## src/design/smrd_ram.sv

```systemverilog
// Generic simple dual-port RAM: one write port, one read port, registered read.
// No dependencies.
module smrd_ram #(
    parameter int WIDTH = 8,
    parameter int DEPTH = 16
) (
    input  logic                     i_clk,
    input  logic                     i_we,
    input  logic [$clog2(DEPTH)-1:0] i_waddr,
    input  logic [WIDTH-1:0]         i_wdata,
    input  logic [$clog2(DEPTH)-1:0] i_raddr,
    output logic [WIDTH-1:0]         o_rdata
);

    logic [WIDTH-1:0] r_mem [DEPTH];
    logic [WIDTH-1:0] r_rdata;

    always_ff @(posedge i_clk) begin
        if (i_we) begin
            r_mem[i_waddr] <= i_wdata;
        end
        r_rdata <= r_mem[i_raddr];
    end

    assign o_rdata = r_rdata;

endmodule

```

## config.mk

```make
export PLATFORM = sky130hd
export DESIGN_NAME = smrd_ram
export DESIGN_NICKNAME = d
export VERILOG_FILES = /design/src/design/smrd_ram.sv
export SDC_FILE = /design/constraint.sdc
export NUM_CORES = 1
export LEC_CHECK = 0
export BUFFER_PORTS_ARGS = -buffer_cell sky130_fd_sc_hd__buf_2
export CAP_MARGIN = 20
export CORE_ASPECT_RATIO = 2
export CORE_UTILIZATION = 44
export CTS_CLUSTER_SIZE = 20
export DETAILED_ROUTE_END_ITERATION = 12
export PLACE_DENSITY = 0.72
export REMOVE_ABC_BUFFERS = 1
export SLEW_MARGIN = 10
export SYNTH_ARGS = -nofsm -noshare
export SYNTH_HDL_FRONTEND = slang
export SYNTH_SLANG_ARGS = --single-unit
```

## constraint.sdc

```tcl
create_clock -name i_clk -period 1.95 [get_ports i_clk]
set_input_delay 0.195 -clock i_clk [delete_from_list [all_inputs] [get_ports i_clk]]
set_output_delay 0.195 -clock i_clk [all_outputs]
set_load 0.01 [all_outputs]
```

---- Word level (Yosys, flattened, before mapping) ----
Memories as Yosys holds them, arrays and structs flattened. A register that Yosys moved wholly into a read port is not among the register bits.
Index checks and enable logic that the tools add are counted.
storage, ports and cells
  word-level logic and storage cells ...... 3
  output and inout bits ................... 8
  bits in registers ....................... 0
  memory bits (writable) .................. 128
  memories kept ........................... 1
memories
  memory  depth  bits a word  read ports  clocked after Yosys merged registers in  write ports  RTL line  RTL
  r_mem   16     8            1           1                                        1            15        logic [WIDTH-1:0] r_mem [DEPTH];
cells by class
  mux-type cells .......................... 2
operators by type and width
  operator           count
  1-bit two-way mux  2

---- Logic depth before layout (Yosys ltp) ----
  depth in word-level cells ............... 2
  mapped depth ............................ 5
  depth with buffers taken out ............ 3

---- Worst setup path after synthesis ----
Ideal clock, no wire load.
  path kind ............................... input -> register
  from .................................... input i_waddr[2]
  to ...................................... memory r_mem[0][0] (enable)
  stages on the path ...................... 2
  arrival ................................. 1305 ps
  slack ................................... 262 ps
  data required time ...................... 1567 ps
  path through ............................ or3b_2 > nor3_1
RTL lines
  what                RTL line  RTL
  start: declaration  9         input logic [$clog2(DEPTH)-1:0] i_waddr,
  end: declaration    15
No word-level cell before the write port.

==> summary.txt <==
Global route
  – Initial antenna violation count: 0
  – First-pass GRT wire length: 15020 microns
  – Number of global-route vias before repair: 2586
  – Total GRT Usage: 0.1800
  – Largest net degree at the start of global routing: 33
  – Grt total ovfl: 0

Worst setup path
  – Crit end category: flip-flop
  – CP required: 2.24 ns
  – Crit path DAT: 1.63 ns
  – Startpoint types: flip-flop
  – CP max stage delay: 0.53 ns
  – Slowest cell on crit path: mux4_2
  – CP cell instances: mux4_2, a22oi_1, nand2_1
  – CP max FO: 1
  – Worst path top cell family by delay: multiplexers
  – Crit Path Class: flip-flop to flip-flop
  – Buf/Inv on CP: 0
  – FF-to-FF path depth: 3
  – Critical path depth: 3

STA
  – Final Hold Fails: 0
  – Final min period: 1.340 ns
  – Slew HR: 0.6703
  – RSZ-0062 raised after global routing: no
  – Highest clock rate: 0.7464 GHz
  – Final number of setup-violating endpoints: 0
  – Fin crit share: 0.6870
  – Pins Over Slew Limit: 0
  – Worst-margin pin slew: 0.4927 ns
  – Setup_tns: 0 ns
  – Post-Route Skew: 0.006537 ns

Detailed routing
  – Initial drt markers: 194
  – Post-route DRC: 0
  – Pre-antenna DRT Iters: 4
  – Detailed-route wire length: 9837 microns
  – Via Count: 2418
  – WL/cell: 22.51 microns
  – Via density per instance: 5.533
  – DRT antenna net count: 0

Outcome
  – Run status: completed

Placed design
  – # port buffers: 25
  – DP HPWL: 6513 microns
  – DP Area: 5539 sq um
  – GP Congestion: 0.7415

Synthesis
  – YS warnings: 0
  – Biggest area consumer among synthesized cells: edfxtp_1
  – Count of different cell masters after synthesis: 19
  – Top-area cell type share of the netlist area: 0.7467
  – FF+latch count, synth: 136
  – Syn_area_per_cell: 22.48 sq um
  – Sequential-to-total area share from yosys stat: 0.7778
  – Synth Cell Area: 5147 sq um
  – Mapped Cells: 229
  – Synth area leaders: edfxtp_1 (75%), mux4_2 (7.9%), mux4_1 (7.1%), dfxtp_1 (3.1%), a22oi_1 (2.3%)

Clock tree
  – TritonCTS Buffers: 17
  – Clk_lat worst skew: 0.41 ns
  – Post-CTS setup buffer count: 0
  – H-Tree Depth: 4
  – CTS sink count: 136
  – Clk buf depth: 2
  – Clock Tree Root: clkbuf_16
  – PostCTS Resize Cnt: 0
  – CTS Hold Bufs: 0
  – Clk pin slew, worst setup/hold paths: 0.06 ns
  – CTS tree: built

Die
  – Initial core utilization: 0.4533
  – Core area: 11350 sq um
  – I/O Pins: 26
  – Placement Rows: 55
  – Die area: 12160 sq um
  – Die width: 78.48 microns
  – Die height: 155.0 microns

Finish
  – Most common cell after layout, fill and taps aside: edfxtp_1
  – Most frequent cells in the layout: edfxtp_1 (128), buf_2 (25), mux4_2 (18), buf_4 (18), clkbuf_16 (17)
  – Share of cells above drive strength 1: 0.3153
  – # nets final: 301
  – Ant diodes: 0
  – Area delta synth->final: 18.96%
  – Non-Filler Cell Area, Final: 6123 sq um

Min path
  – Worst hold path class: input pin to flip-flop
  – Hold path depth: 1

Power
  – Sw power: 0.001334 W
  – Clock Power Share: 0.465
  – Net Sw Frac: 0.1985
  – Pint: 0.005385 W
  – VDD IR max: 0.6697 mV
  – PwrDens: 1097 nW/um^2
  – Reg power frac: 0.489
  – LEAKAGE: 2.081 nW
  – Comb pwr share: 0.045

Job
  – Max Cap Viol: 0
==> sequential cells by signal (all words and copies together), names as in the netlist <==
register	count
o_rdata	8
r_mem	128
==> power groups by stage <==
stage,clock (W),sequential (W),combinational [W]
2_1_floorplan,0,0.00335,0.000131
3_3_place_gp,0,0.00335,0.000298
3_5_place_dp,0,0.00335,0.000308
4_1_cts,0.00316,0.00329,0.000311
5_1_grt,0.00328,0.00329,0.000332
6_report,0.00313,0.00329,0.000305
==> worst register-to-register path, cell delays in order (launching register included) <==
cell      delay [ns]
edfxtp_1        0.38
mux4_2          0.53
a22oi_1         0.22
nand2_1         0.09
==> cells in the mapped netlist <==
master,number
and2b_1,1
buf_2,3
nand2b_1,2
nand3b_1,2
nor2_1,13
nand3_1,1
dfxtp_1,8
nand2_1,9
clkdlybuf4s25_2,3
buf_4,1
nor3_1,4
mux4_1,14
nor2b_1,1
or3b_2,1
a22oi_1,16
mux4_2,18
edfxtp_1,128
buf_6,3
and2_1,1
==> layout make-up <==
class                      count  area, sq um
sequential                   136         4004
tap                          142        177.7
clock inverter                14        158.9
timing repair buffer          45        300.3
clock buffer                  17        425.4
multi-input combinational     83         1057
fill                         873         5231
==> layer usage <==
metal  global-route usage  part of all wire  up-vias
met4              0.08907             0.019        0
li1                     -                 -     1077
met5                    0                 0        -
met3              0.04927             0.039       11
met2               0.3229              0.59       72
met1               0.1904              0.35     1258
==> stage by stage <==
stage	hold slack (ns)	util	setup WS, ns	power (W)	instances
2_1_floorplan	0.2939	-	0.2621	0.003483	219
3_3_place_gp	0.5580	0.4878	0.2950	0.003644	406
3_5_place_dp	0.5900	0.4878	0.2937	0.003658	406
4_1_cts	0.1543	0.5393	0.5715	0.006760	437
5_1_grt	0.1646	0.5393	0.5077	0.006908	437
6_report	0.1689	0.5393	0.6103	0.006719	437
==> cells by family (layout without fill, tap and decap cells) <==
logic type | Yosys count | after routing | share of synthesized area
muxes | 32 | 32 | 0.1502
DFF | 136 | 136 | 0.7778
buffers and inverters | 10 | 76 | 0.01677
AOI/OAI and AO/OA | 16 | 16 | 0.02334
and+or+nand+nor | 35 | 35 | 0.03184
==> final timing paths <==
| kind | slack [ns] | start | end |
|---|---|---|---|
| worst max-delay path | 0.61 | r_mem[6][5]$_DFFE_PP_ | o_rdata[5]$_DFF_P_ |
| worst min-delay path | 0.17 | i_wdata[2] | r_mem[5][2]$_DFFE_PP_ |
| worst max register to register | 0.61 | r_mem[6][5]$_DFFE_PP_ | o_rdata[5]$_DFF_P_ |
| worst min register to register | 0.68 | r_mem[12][3]$_DFFE_PP_ | o_rdata[3]$_DFF_P_ |
Note: power is estimated with default switching activity, not from simulation.
