===== src/design/smrd_pkg.sv =====
// Shared types and constants for the shared-memory race detector.
// Holds the hash constants, the cell record layout and the race kind codes.
// No dependencies.
package smrd_pkg;

    localparam logic [63:0] HASH_K1 = 64'h9e3779b97f4a7c15;
    localparam logic [63:0] HASH_K2 = 64'hbf58476d1ce4e5b9;
    localparam logic [63:0] HASH_K3 = 64'h94d049bb133111eb;

    localparam logic [10:0] NO_LANE = 11'h7FF;

    localparam logic [1:0] KIND_WAW = 2'd0;
    localparam logic [1:0] KIND_RAW = 2'd1;
    localparam logic [1:0] KIND_WAR = 2'd2;

    localparam logic [1:0] ROUND_LAST = 2'd2;

    typedef struct packed {
        logic [15:0] buffer;
        logic [31:0] offset;
        logic [31:0] epoch;
        logic [10:0] writer;
        logic [10:0] reader;
        logic        multi_read;
    } t_cell;

endpackage


===== src/design/smrd_cell_update.sv =====
// Epoch check and race classification for one shadow cell record.
// Pure combinational update of the record. Depends on smrd_pkg.
module smrd_cell_update (
    input  smrd_pkg::t_cell i_cell,
    input  logic [31:0]     i_epoch,
    input  logic            i_store,
    input  logic [9:0]      i_lane,
    output smrd_pkg::t_cell o_cell,
    output logic            o_race,
    output logic [1:0]      o_kind
);
    import smrd_pkg::*;

    t_cell       c;
    logic [10:0] lane_x;
    logic        other_writer;

    always_comb begin
        lane_x = {1'b0, i_lane};
        c = i_cell;
        // A cell from an older epoch starts clean.
        if (c.epoch != i_epoch) begin
            c.epoch = i_epoch;
            c.writer = NO_LANE;
            c.reader = NO_LANE;
            c.multi_read = 1'b0;
        end
        other_writer = (c.writer != NO_LANE) && (c.writer != lane_x);
        o_race = 1'b0;
        o_kind = KIND_WAW;
        if (i_store) begin
            if (other_writer) begin
                o_race = 1'b1;
                o_kind = KIND_WAW;
            end else if (((c.reader != NO_LANE) && (c.reader != lane_x)) || c.multi_read) begin
                o_race = 1'b1;
                o_kind = KIND_WAR;
            end
            c.writer = lane_x;
        end else begin
            if (other_writer) begin
                o_race = 1'b1;
                o_kind = KIND_RAW;
            end
            if (c.reader == NO_LANE) begin
                c.reader = lane_x;
            end else if (c.reader != lane_x) begin
                c.multi_read = 1'b1;
            end
        end
        o_cell = c;
    end

endmodule


===== config.mk =====
export PLATFORM = sky130hd
export DESIGN_NAME = smrd_cell_update
export DESIGN_NICKNAME = d
export VERILOG_FILES = /design/src/design/smrd_pkg.sv /design/src/design/smrd_cell_update.sv
export SDC_FILE = /design/constraint.sdc
export NUM_CORES = 1
export LEC_CHECK = 0
export ABC_AREA = 1
export ABC_CLOCK_PERIOD_IN_PS = 3830
export BUFFER_PORTS_ARGS = -buffer_cell sky130_fd_sc_hd__buf_2
export CAP_MARGIN = 20
export CORE_AREA = 8 8 91 93
export DETAILED_ROUTE_END_ITERATION = 16
export DIE_AREA = 0 0 99 101
export PLACE_DENSITY_LB_ADDON = 0.05
export SLEW_MARGIN = 30
export SYNTH_ARGS = -nofsm -noshare
export SYNTH_HDL_FRONTEND = slang
export SYNTH_SLANG_ARGS = --single-unit

===== constraint.sdc =====
create_clock -name vclk -period 3.83
set_input_delay 0.1915 -clock vclk [all_inputs]
set_output_delay 0.1915 -clock vclk [all_outputs]
set_load 0.01 [all_outputs]

# Word-level counts from Yosys, hierarchy flattened
# Cells that the tools add are included.
word_totals:
  regBits: 0
  in_bits: 146
  out_inout_bits: 106
  elab_cells: 23
classes:
  eq_ne: 6
  n_mux: 14
  n_reduce_logical: 3
ops:
  columns: ["operator", "n"]
  rows:
  - ["two-way mux 55 bit", 1]
  - ["!= test 32 bit", 1]
  - ["two-way mux 11 bit", 2]
  - ["!= test 11 x 10 -> 1 bit", 2]
  - ["!= test 11 bit, second input constant", 2]
  - ["two-way mux 12 bit", 1]
  - ["equality test 11 bit, second input constant", 1]
  - ["two-way mux 1 bit", 7]
  - ["two-way mux 2 bit", 3]
  - ["logical AND 1 bit", 2]
  - ["logical OR 1 bit", 1]

# Depth between registers and ports, before layout
logic_depth:
  depth_word: 8
  depth_mapped: 20
  ltp_nobuf: 19

# Least setup slack after synthesis
# OpenSTA, ideal clock, no wires.
synth_path:
  kind: "input-to-output"
  from: "input port i_epoch[11]"
  to: "output port o_kind[1]"
  t_arrival_ps: 1751
  t_required_ps: 3638
  slack_ps: 1888
  cell_stages: 14
  path_buffers: 1
  path_cell_list: "xnor2_1 > nand2_1 > nor2_1 > nand2_1 > nor2_4 > nand2_2 > buf_6 > or2_4 > xor2_1 > nor2_1 > nand2_1 > nor2_1 > nor2_1 > nor2_1"
synth_between:
  elab_chain_len: 8
  word_cells_on_any_way: 12
  cone_classes: "eq/ne: 5; mux: 4; reduce/logical: 3"
synth_lines:
  columns: ["element", "line_no", "text"]
  rows:
  - ["start: declaration", "smrd_cell_update.sv:5", "input logic [31:0] i_epoch,"]
  - ["!= test 32 bit *", "smrd_cell_update.sv:22", "if (c.epoch != i_epoch) begin"]
  - ["two-way mux 55 bit *", "smrd_cell_update.sv:22", null]
  - ["!= test 11 bit or != test 11 x 10 -> 1 bit (tied branches)", "smrd_cell_update.sv:35", "end else if (((c.reader != NO_LANE) && (c.reader != lane_x)) || c.multi_read) begin"]
  - ["logical AND 1 bit", "smrd_cell_update.sv:35", null]
  - ["logical OR 1 bit", "smrd_cell_update.sv:35", null]
  - ["two-way mux 2 bit", "smrd_cell_update.sv:35", null]
  - ["two-way mux 2 bit *", "smrd_cell_update.sv:32", "if (other_writer) begin"]
  - ["two-way mux 2 bit *", "smrd_cell_update.sv:31", "if (i_store) begin"]
  - ["end: declaration", "smrd_cell_update.sv:10", "output logic [1:0] o_kind"]
# Mark *: on every way between the ends. The rest lies on a longest branch, timed or not.

==> results.py <==
metrics = {
    "timing": {
        "slew_headroom_pct": 73.6,
        "final_hold_viol_count": 0,
        "max_freq_mhz": 400,
        "max_slew.worst_pin.slew_ns": 0.395,
        "tns_ns": 0,
        "rsz0062_at_grt": "no",
        "finalCritPeriodShare_pct": 65.2,
        "finalSetupViolCount": 0,
        "setup_ws_ns": 1.33,
        "maxSlewViolCount": 0,
        "fin_crit_ns": 2.50,
    },
    "finish": {
        "seq_cell_count": 0,
        "seqCellArea_um2": 0,
        "fin_nets": 588,
        "nClkBuffers": 0,
        "fillers": 847,
        "antenna_cells": 0,
        "synthToLayoutAreaGrowth_pct": 21.0,
        "drive_gt1_share_pct": 38.0,
    },
    "pwr": {
        "power.internal_uw": 91.8,
        "ir_worst_vdd_v": 0.0000346,
        "p_sw_uw": 102,
        "p_comb_share_pct": 100.0,
        "cellLeakagePower_nw": 1.38,
        "clock_power_share_pct": 0,
        "powerDensity_nw_per_um2": 87.8,
        "switching_share_pct": 52.7,
        "p_seq_share_pct": 0,
    },
    "global_route": {
        "grt_max_degree": 20,
        "grt_overflow_total": 0,
        "grt_pass1_vias": 2301,
        "grt_pass1_wl_um": 10400,
        "grtUsageTotal_pct": 12.4,
        "antenna_found_initial": 0,
    },
    "clock_network": {
        "hold_buffers": 0,
        "post_cts_resized": 0,
        "post_cts_buffers": 0,
    },
    "drt": {
        "vias_per_cell": 4.19,
        "drt-total-wl_um": 6660,
        "post_drt_wl_per_cell_um": 12.8,
        "drc": 0,
        "dr.pass1.iters": 4,
        "vias": 2187,
        "drt_iter0_drc": 34,
        "ant_nets": 0,
    },
    "yosys": {
        "netlist.area_leader.share_pct": 23.4,
        "synth_warnings": 0,
        "syn_area_per_cell_um2": 4.97,
        "synth-compound-area-share_pct": 10.3,
        "yosys-top-cells-area": "nand2_1 23%, buf_4 20%, inv_1 10%, xnor2_1 10%, nor2_1 7.2%",
        "synth_top_family_by_area": "simple AND/OR/NAND/NOR gates",
        "synth.area.mux_share_pct": 0,
        "synth-simple-area-share_pct": 39.5,
        "synth-seq-area-share_pct": 0,
        "synth_cells": 367,
        "synth_top_cell_by_area": "nand2_1",
        "syn_area_um2": 1830,
        "synth_cell_types": 27,
        "mappedNetlistNets": 513,
        "synthAdderAreaFrac_pct": 0,
        "synth_xor_area_share_pct": 11.0,
    },
    "setup_path": {
        "startpoint_type": "input pin",
        "crit_family": "simple AND/OR/NAND/NOR gates",
        "max_stage_delay_ns": 0.22,
        "critical_path_peak_fanout": 19,
        "crit_type": "input pin to output port",
        "cp_common_cell": "nor2_1",
        "worstPathRequired_ns": 3.64,
        "crit_start": "i_epoch[11]",
        "worstSetupEndpointType": "output port",
        "path_depth": 17,
        "path_buf_inv": 4,
        "cpMaxStageDelayCell": "buf_4",
        "worstPathCellList": "buf_2, xnor2_1, nand2_1, nor2_1, nand2_1, nor2_4, nand2_2, buf_4, nor2_1, nor2_1, nand3_1, nor2_1, nand2_1, nor2_1, buf_4, a21boi_1, buf_2",
        "worstPathArrival_ns": 2.31,
    },
    "floorplanning": {
        "fp.dieH_um": 101,
        "dieArea_um2": 10000,
        "start_util_pct": 26.3,
        "die_x_um": 99,
        "rows": 31,
        "core_um2": 6940,
        "io_pins": 252,
    },
    "placed_design": {
        "io_buffers": 156,
        "place_hpwl_um": 6160,
        "post-place-ws_ns": 1.30,
        "place_congestion": 0.828,
    },
    "run": {
        "drv_cap": 0,
    },
    "min_path": {
        "hold_path_class": "input pin to output port",
        "min-delay-start": "i_cell[55]",
        "whs_path_depth": 0,
    },
    "outcome": {
        "status": "completed",
    },
}
routing by layer:
| layer | vias to the layer above | part of all wire, % | global-route usage (%) |
|---|---|---|---|
| met4 | 0 | 0.92 | 1.42 |
| li1 | 1174 | - | - |
| met1 | 902 | 40 | 13.4 |
| met3 | 6 | 10 | 4.83 |
| met5 | - | 0 | 0 |
| met2 | 105 | 49 | 23.0 |
placed cells by master (no fill, tap or decap):
master | synthesis | final
nand4_1 | 4 | 4
nand2_1 | 114 | 114
buf_2 | 1 | 156
inv_2 | 1 | 1
a21oi_1 | 5 | 5
buf_4 | 48 | 2
a21boi_1 | 3 | 3
o21bai_1 | 1 | 1
nand3_1 | 10 | 10
or2_4 | 1 | 1
xnor2_1 | 21 | 21
nand2_2 | 1 | 1
nor2_2 | 1 | 1
o21ai_1 | 3 | 3
xor2_1 | 2 | 2
a22oi_1 | 1 | 1
a41oi_1 | 2 | 2
o21ai_0 | 16 | 16
nor3_1 | 2 | 2
a31oi_1 | 1 | 1
inv_1 | 51 | 51
clkinv_1 | 1 | 1
nor2_1 | 35 | 35
o22ai_1 | 1 | 1
nor2_4 | 5 | 5
power by group through the flow:
stage                     Combinational, mW  Clock (mW)  Sequential (mW)
after floorplan                       0.149           0                0
after global placement                0.197           0                0
after detailed placement              0.198           0                0
after CTS                             0.199           0                0
after global routing                  0.219           0                0
final                                 0.194           0                0
synth_stat cells (all sizes together):
cell and number:
o22ai 1, or2 1, nor2 41, o21bai 1, buf 51, nand4 4, nand2 115, a31oi 1
inv 52, a21oi 5, a21boi 3, o21ai 19, clkbuf 34, nor3 2, xnor2 21, clkinv 1
a41oi 2, xor2 2, a22oi 1, nand3 10
cell type report:
type	instances	area, µm²	area share (%)
Multi-Input combinational cell	229	1110	50.3
Timing Repair Buffer	158	796	36.0
Inverter	53	199	9.01
Tap cell	82	103	4.65
final timing paths:
kind | to | slack, ns
max | o_cell[8] | 1.33
min | o_cell[55] | 0.38
logic make-up (layout without fill, tap and decap cells):
kind of cell           Yosys count  count (layout)
AND/OR/NAND/NOR                173             173
AO/OA/AOI/OAI                   33              33
XOR/XNOR                        23              23
buffers and inverters          138             211
stage by stage:
stage | power (mW) | cell area [µm²] | util (%) | hold WS (ns) | cells
after floorplan | 0.149 | 1830 | - | 0.475 | 367
after CTS | 0.199 | 2210 | 31.8 | 0.383 | 522
after detailed placement | 0.198 | 2210 | 31.8 | 0.383 | 522
after global routing | 0.219 | 2210 | 31.8 | 0.383 | 522
after global placement | 0.197 | 2210 | 31.8 | 0.383 | 522
final | 0.194 | 2210 | 31.8 | 0.383 | 522
No activity file was read; power rests on OpenSTA's default activity.
