### config.mk
export PLATFORM = sky130hd
export DESIGN_NAME = smrd_hash
export DESIGN_NICKNAME = d
export VERILOG_FILES = /design/src/design/smrd_pkg.sv /design/src/design/smrd_hash.sv
export SDC_FILE = /design/constraint.sdc
export NUM_CORES = 2
export LEC_CHECK = 0
export ABC_AREA = 1
export ABC_CLOCK_PERIOD_IN_PS = 14350
export BUFFER_PORTS_ARGS = -buffer_cell sky130_fd_sc_hd__buf_2
export CORE_UTILIZATION = 60
export CTS_CLUSTER_SIZE = 25
export DETAILED_ROUTE_END_ITERATION = 7
export MAX_ROUTING_LAYER = met4
export PLACE_DENSITY = 0.76
export SLEW_MARGIN = 20
export SYNTH_ARGS = -nofsm -noshare
export SYNTH_HDL_FRONTEND = slang
export SYNTH_SLANG_ARGS = --single-unit
### constraint.sdc
create_clock -name i_clk -period 14.35 [get_ports i_clk]
set_clock_uncertainty 0.2 [all_clocks]
set_input_delay 1.435 -clock i_clk [delete_from_list [all_inputs] [get_ports i_clk]]
set_output_delay 1.435 -clock i_clk [all_outputs]
set_load 0.01 [all_outputs]
### src/design/smrd_pkg.sv
// Shared types and constants for the shared-memory race detector.
// Holds the hash constants, the cell record layout and the race kind codes.
// No dependencies.
package smrd_pkg;

    localparam logic [63:0] HASH_K1 = 64'h9e3779b97f4a7c15;
    localparam logic [63:0] HASH_K2 = 64'hbf58476d1ce4e5b9;
    localparam logic [63:0] HASH_K3 = 64'h94d049bb133111eb;

    localparam logic [10:0] NO_LANE = 11'h7FF;

    localparam logic [1:0] KIND_WAW = 2'd0;
    localparam logic [1:0] KIND_RAW = 2'd1;
    localparam logic [1:0] KIND_WAR = 2'd2;

    localparam logic [1:0] ROUND_LAST = 2'd2;

    typedef struct packed {
        logic [15:0] buffer;
        logic [31:0] offset;
        logic [31:0] epoch;
        logic [10:0] writer;
        logic [10:0] reader;
        logic        multi_read;
    } t_cell;

endpackage

### src/design/smrd_hash.sv
// Iterative 64-bit mixing hash that yields the home slot of a cell.
// Uses one shared 32x32 multiplier over three rounds. Depends on smrd_pkg.
module smrd_hash #(
    parameter int SLOTS = 8192
) (
    input  logic                     i_clk,
    input  logic                     i_rst_n,
    input  logic                     i_start,
    input  logic [15:0]              i_buf,
    input  logic [31:0]              i_off,
    output logic                     o_done,
    output logic [$clog2(SLOTS)-1:0] o_slot
);
    import smrd_pkg::*;

    logic        r_busy;
    logic        r_done;
    logic [1:0]  r_round;
    logic [1:0]  r_step;
    logic [15:0] r_buf;
    logic [63:0] r_x;
    logic [63:0] r_acc;
    logic [63:0] r_p;
    logic [63:0] k;
    logic [31:0] op_a;
    logic [31:0] op_b;
    logic [63:0] prod_sum;
    logic [63:0] t;
    logic [63:0] n_x;

    always_comb begin
        unique case (r_round)
            2'd0:    k = HASH_K1;
            2'd1:    k = HASH_K2;
            default: k = HASH_K3;
        endcase
        unique case (r_step)
            2'd0:    begin op_a = r_x[31:0];  op_b = k[31:0];  end
            2'd1:    begin op_a = r_x[31:0];  op_b = k[63:32]; end
            default: begin op_a = r_x[63:32]; op_b = k[31:0];  end
        endcase
        // Last partial product lands in the upper half of the running sum.
        prod_sum = r_acc + {r_p[31:0], 32'h0};
        unique case (r_round)
            2'd0: begin
                t   = prod_sum ^ {48'h0, r_buf};
                n_x = t ^ (t >> 30);
            end
            2'd1: begin
                t   = prod_sum;
                n_x = t ^ (t >> 27);
            end
            default: begin
                t   = prod_sum;
                n_x = t ^ (t >> 31);
                if (n_x == 64'h0) begin
                    n_x = 64'h1;
                end
            end
        endcase
    end

    always_ff @(posedge i_clk) begin
        r_p <= op_a * op_b;
        if (!i_rst_n) begin
            r_busy <= 1'b0;
            r_done <= 1'b0;
            r_round <= 2'd0;
            r_step <= 2'd0;
        end else begin
            r_done <= 1'b0;
            if (i_start) begin
                r_busy <= 1'b1;
                r_round <= 2'd0;
                r_step <= 2'd0;
                r_buf <= i_buf;
                r_x <= {32'h0, i_off};
            end else if (r_busy) begin
                r_step <= r_step + 2'd1;
                unique case (r_step)
                    2'd0: ;
                    2'd1: r_acc <= r_p;
                    2'd2: r_acc[63:32] <= r_acc[63:32] + r_p[31:0];
                    default: begin
                        r_x <= n_x;
                        r_round <= r_round + 2'd1;
                        if (r_round == ROUND_LAST) begin
                            r_busy <= 1'b0;
                            r_done <= 1'b1;
                        end
                    end
                endcase
            end
        end
    end

    assign o_done = r_done;
    assign o_slot = r_x[$clog2(SLOTS)-1:0];

endmodule

======== After elaboration in Yosys (flattened, before gate mapping) ========
Index checks and enable logic that the tools add are counted.
storage, ports and cells
  register bits after elaboration ......... 214
  logic and storage cells ................. 56
cells by class
  bitwise operators ....................... 8
  eq/ne operators ......................... 5
  multiplexer cells ....................... 14
  multiply operators ...................... 1
  reduce and logical (&&, ||, !) cells .... 14
  add/subtract/negate cells ............... 4
operator list
  cell                                                             number
  64-bit two-way mux                                               3
  64-bit one-hot mux with 2 select lines                           1
  62-bit one-hot mux with 2 select lines                           1
  32-bit two-way mux                                               3
  64-bit adder                                                     1
  64-bit zero test                                                 1
  32-bit by 32-bit multiplier with 64-bit output                   1
  32-bit one-hot mux with 2 select lines                           1
  64-bit by 16-bit XOR with 64-bit output                          1
  64-bit by 33-bit XOR with 64-bit output                          1
  64-bit by 34-bit XOR with 64-bit output                          1
  64-bit by 37-bit XOR with 64-bit output                          1
  32-bit adder                                                     1
  4-bit AND reduction                                              2
  6-bit OR reduction                                               1
  1-bit two-way mux                                                5
  2-bit by 1-bit adder with 2-bit output, second input constant    2
  2-bit by 1-bit == test with 1-bit output, second input constant  2
  2-bit == test, second input constant                             2
  2-bit zero test                                                  2
  1-bit inverter                                                   4
  2-bit AND reduction                                              2
  2-bit nonzero test                                               2
  2-bit OR reduction                                               2
  3 further kinds                                                  3

======== Logic depth before layout (Yosys ltp) ========
  depth after elaboration ................. 8
  gate-level depth with buffers ........... 38
  mapped depth without buffers ............ 37

======== Least setup slack after synthesis ========
Ideal clock, no wire load.
  path type ............................... flip-flop to flip-flop
  start ................................... register r_step[1]
  end ..................................... register r_p[57]
  data arrival time ....................... 7734 ps
  period minus slack after synthesis ...... 8051 ps
  setup slack ............................. 6299 ps
  cell stages (with the launch flop) ...... 36
  path buffers ............................ 3
  setup time .............................. 117 ps
  path through ............................ dfxtp_1 -> inv_1 -> ha_1 -> nor2_1 -> buf_2 -> buf_2 -> nand2_1 -> o21ai_2 -> clkinv_1 -> clkbuf_1 -> nor2_1 -> fa_1 -> fa_1 -> inv_1 -> fa_1 -> fa_1 -> fa_1 -> inv_1 -> fa_1 -> fa_1 -> inv_1 -> fa_1 -> inv_1 -> ha_1 -> nand2_1 -> nor2_1 -> nand2_1 -> o21ai_0 -> nand2_1 -> nand3_1 -> nand2_1 -> o211ai_1 -> and2_1 -> nor2_1 -> nand2_1 -> nand2_1
on the way
  word-level cells in the longest chain between the ends .. 4
  elaborated cells between the ends (all ways) .. 6
RTL lines
  item                                                                         RTL line         RTL
  start, declared                                                              smrd_hash.sv:19  logic [1:0] r_step;
  start signal, assigned                                                       smrd_hash.sv:79  r_step <= r_step + 2'd1;
  2-bit by 1-bit == test with 1-bit output or 2-bit zero test (tied branches)  smrd_hash.sv:37  unique case (r_step)
  2-bit OR reduction (no line)                                                 n/a
  32-bit two-way mux                                                           smrd_hash.sv:37
  32-bit by 32-bit multiplier with 64-bit output *                             smrd_hash.sv:64  r_p <= op_a * op_b;
  end signal, assigned                                                         smrd_hash.sv:64
  end, declared                                                                smrd_hash.sv:23  logic [63:0] r_p;
Mark *: on every way between the ends. The rest lies on a longest branch, timed or not.
A chain may end at the register's enable or synchronous reset.

======== Worst setup path in the final report ========
  start ................................... register r_step[0]
  end ..................................... register r_p[52]
Same word-level chain as after synthesis.

==> results.json <==
{
  "cts_resized": 0,
  "post-route-period-util": 0.7676,
  "setup_viol": 0,
  "cts_tree": "done",
  "ys_warn_count": 0,
  "hold_viol": 0,
  "cp-start-kind": "register",
  "core_area_um2": 72830,
  "fp-row-count": 99,
  "track_usage": 0.4748,
  "syn_to_final_growth_pct": 4.781,
  "netlist_area_um2": 44120,
  "synth_top_cell_area_share": 0.3993,
  "postCtsSetupBuffers": 0,
  "drv_cap": 0,
  "wirelength_um": 168100,
  "synth_area_per_cell_um2": 8.309,
  "drt-initial-drc-count": 5135,
  "hold_depth": 0,
  "die_y_um": 273.2,
  "grt_pass1_vias": 37599,
  "syn_nets": 6561,
  "fillers": 6398,
  "synth_edf_count": 144,
  "worstSetupEndpointType": "register",
  "io_pins": 65,
  "ys_top_cells_by_area": "fa_1, inv_1, edfxtp_1",
  "crit_arrival_ns": 11.26,
  "antenna_found_initial": 5,
  "drc": 0,
  "synth-main-ff-cell": "edfxtp_1",
  "finalSetupTns_ns": 0,
  "cts_sinks": 214,
  "worstHoldPathType": "register to register",
  "grt_first_pass_wirelength_um": 246500,
  "via_per_inst": 6.034,
  "cts-root-buf": "clkbuf_16",
  "yosys.area.top_type": "fa_1",
  "required_ns": 14.59,
  "worst_pin_slew_ns": 1.219,
  "wl_per_cell_um": 26.80,
  "clk_latency_ns": 0.54,
  "gp_congestion": 1.091,
  "synth_cells": 5310,
  "drt_pass1_iterations": 6,
  "die_x_um": 273.2,
  "seq_area_um2": 5725,
  "multi_input_area_um2": 32990,
  "dieArea_um2": 74620,
  "synth.distinct_cells": 55,
  "ys_seq_area_frac": 0.1298,
  "final_nets": 6545,
  "crit_path_top_delay_cell": "fa_1",
  "slew_viol_final": 0,
  "critPathMostFrequentCell": "inv_1",
  "outcome": "completed",
  "synth-async-reset-ratio": 0,
  "postSynthRegisterBits": 214,
  "slew_headroom": 0.1842,
  "h-tree-depth": 1,
  "grt-ovfl-total": 0,
  "via_count": 37856,
  "cp_slowest_stage_delay_ns": 0.61,
  "clkTransAtPathRegs_ns": 0.07,
  "antenna_left": 0,
  "fmax_ghz": 0.09078,
  "drive_gt1_frac": 0.05877,
  "path_class": "register to register",
  "dp_hpwl_um": 139900,
  "port_buffers": 64,
  "initial_core_util": 0.6058,
  "timing.final.crit_period_ns": 11.02,
  "cts_inserted_buffers": 21,
  "crit_fanout": 48,
  "clk_path_buf_depth": 3,
  "rr_worst_depth": 32,
  "grt_setup_unrepaired": "false",
  "ctsHoldBuffers": 0,
  "grt_max_degree": 73
}
## final timing paths
path	from	end	slack (ns)
hold / removal	r_p[27]	r_acc[27]	0.27
hold reg to reg	r_p[27]	r_acc[27]	0.27
setup reg to reg	r_step[0]	r_p[52]	3.33
setup / recovery	r_step[0]	r_p[52]	3.33
## synthesized netlist by cell type (all sizes together), types with 13 or more instances
master and instances:
a21oi 171, a311oi 27, a31oi 20, buf 43
clkbuf 130, clkinv 27, dfxtp 70, edfxtp 144
fa 880, ha 320, inv 1243, nand2 951
nand3 147, nand4 16, nor2 715, nor3 13
o21ai 181, o21bai 20, or2 24, xnor2 30
xor2 77
## worst max-delay path: cells and delay by family (launching register included)
family	cells	cell delay, ns
adders and majority gates	10	4.94
buffers and inverters	12	2.75
and+or+nand+nor	8	1.99
DFF	1	0.41
AOI/OAI and AO/OA	1	0.38
xor gates and xnor gates	1	0.22
## final cells by class
type	instances	share of cell area
multi-input combinational	3653	0.7135
clock inverter	11	0.002165
inverter	1270	0.1031
timing repair buffer	134	0.01857
antenna	6	0.0003248
clock buffer	27	0.01250
sequential	214	0.1238
tap	959	0.02595
## cell families after synthesis
kind of cell    count (synthesis)  synth area share
compound gates                461           0.06122
buf+inv                      1443            0.1243
simple gates                 1884            0.1728
xor+xnor                      108           0.02192
flops                         214            0.1298
fa+ha+maj                    1200            0.4900
## state kept, by name, summed over array words and instances (netlist names)
name	flops
r_acc	64
r_p	64
r_x	64
r_buf	16
r_round	2
r_step	2
o_done	1
r_busy	1
## per-layer routing
metal | GRT usage | routed length (um) | up-vias
met4 | 0.2077 | 9412 | 0
li1 | - | - | 15833
met2 | 0.6624 | 70960 | 2772
met3 | 0.1440 | 23830 | 534
met5 | - | 0 | -
met1 | 0.6387 | 63910 | 18717
## placed cells by master (no fill, tap or decap), types with 22 or more instances in the layout
master,Yosys,final
or2_2,22,22
edfxtp_1,144,144
a21oi_1,165,162
o21ai_0,146,134
ha_1,320,319
o21ai_2,18,24
clkinv_1,27,28
xnor2_1,29,29
dfxtp_1,70,70
nand2_1,907,906
buf_4,13,69
buf_2,14,64
nand2_2,41,42
o21ai_1,17,23
nand3_1,139,139
fa_1,880,880
inv_1,1228,1227
a311oi_1,27,27
nor2_1,708,702
xor2_1,77,77
## stage by stage
step / setup WS [ns] / util / instances / hold WS (ns) / area [um^2]
after global placement: 3.064 / 0.6251 / 6230 / 0.2497 / 45530
after floorplan: 6.299 / - / 5310 / 0.2123 / 44120
after detailed placement: 3.644 / 0.6252 / 6230 / 0.2614 / 45530
final: 3.335 / 0.6347 / 6274 / 0.2729 / 46230
after global routing: 3.129 / 0.6347 / 6273 / 0.2774 / 46230
after CTS: 3.643 / 0.6345 / 6268 / 0.2759 / 46210
Power is left out: the tool's default activity adds up to more than one toggle a clock period on the data nets, which glitch-free logic cannot reach.
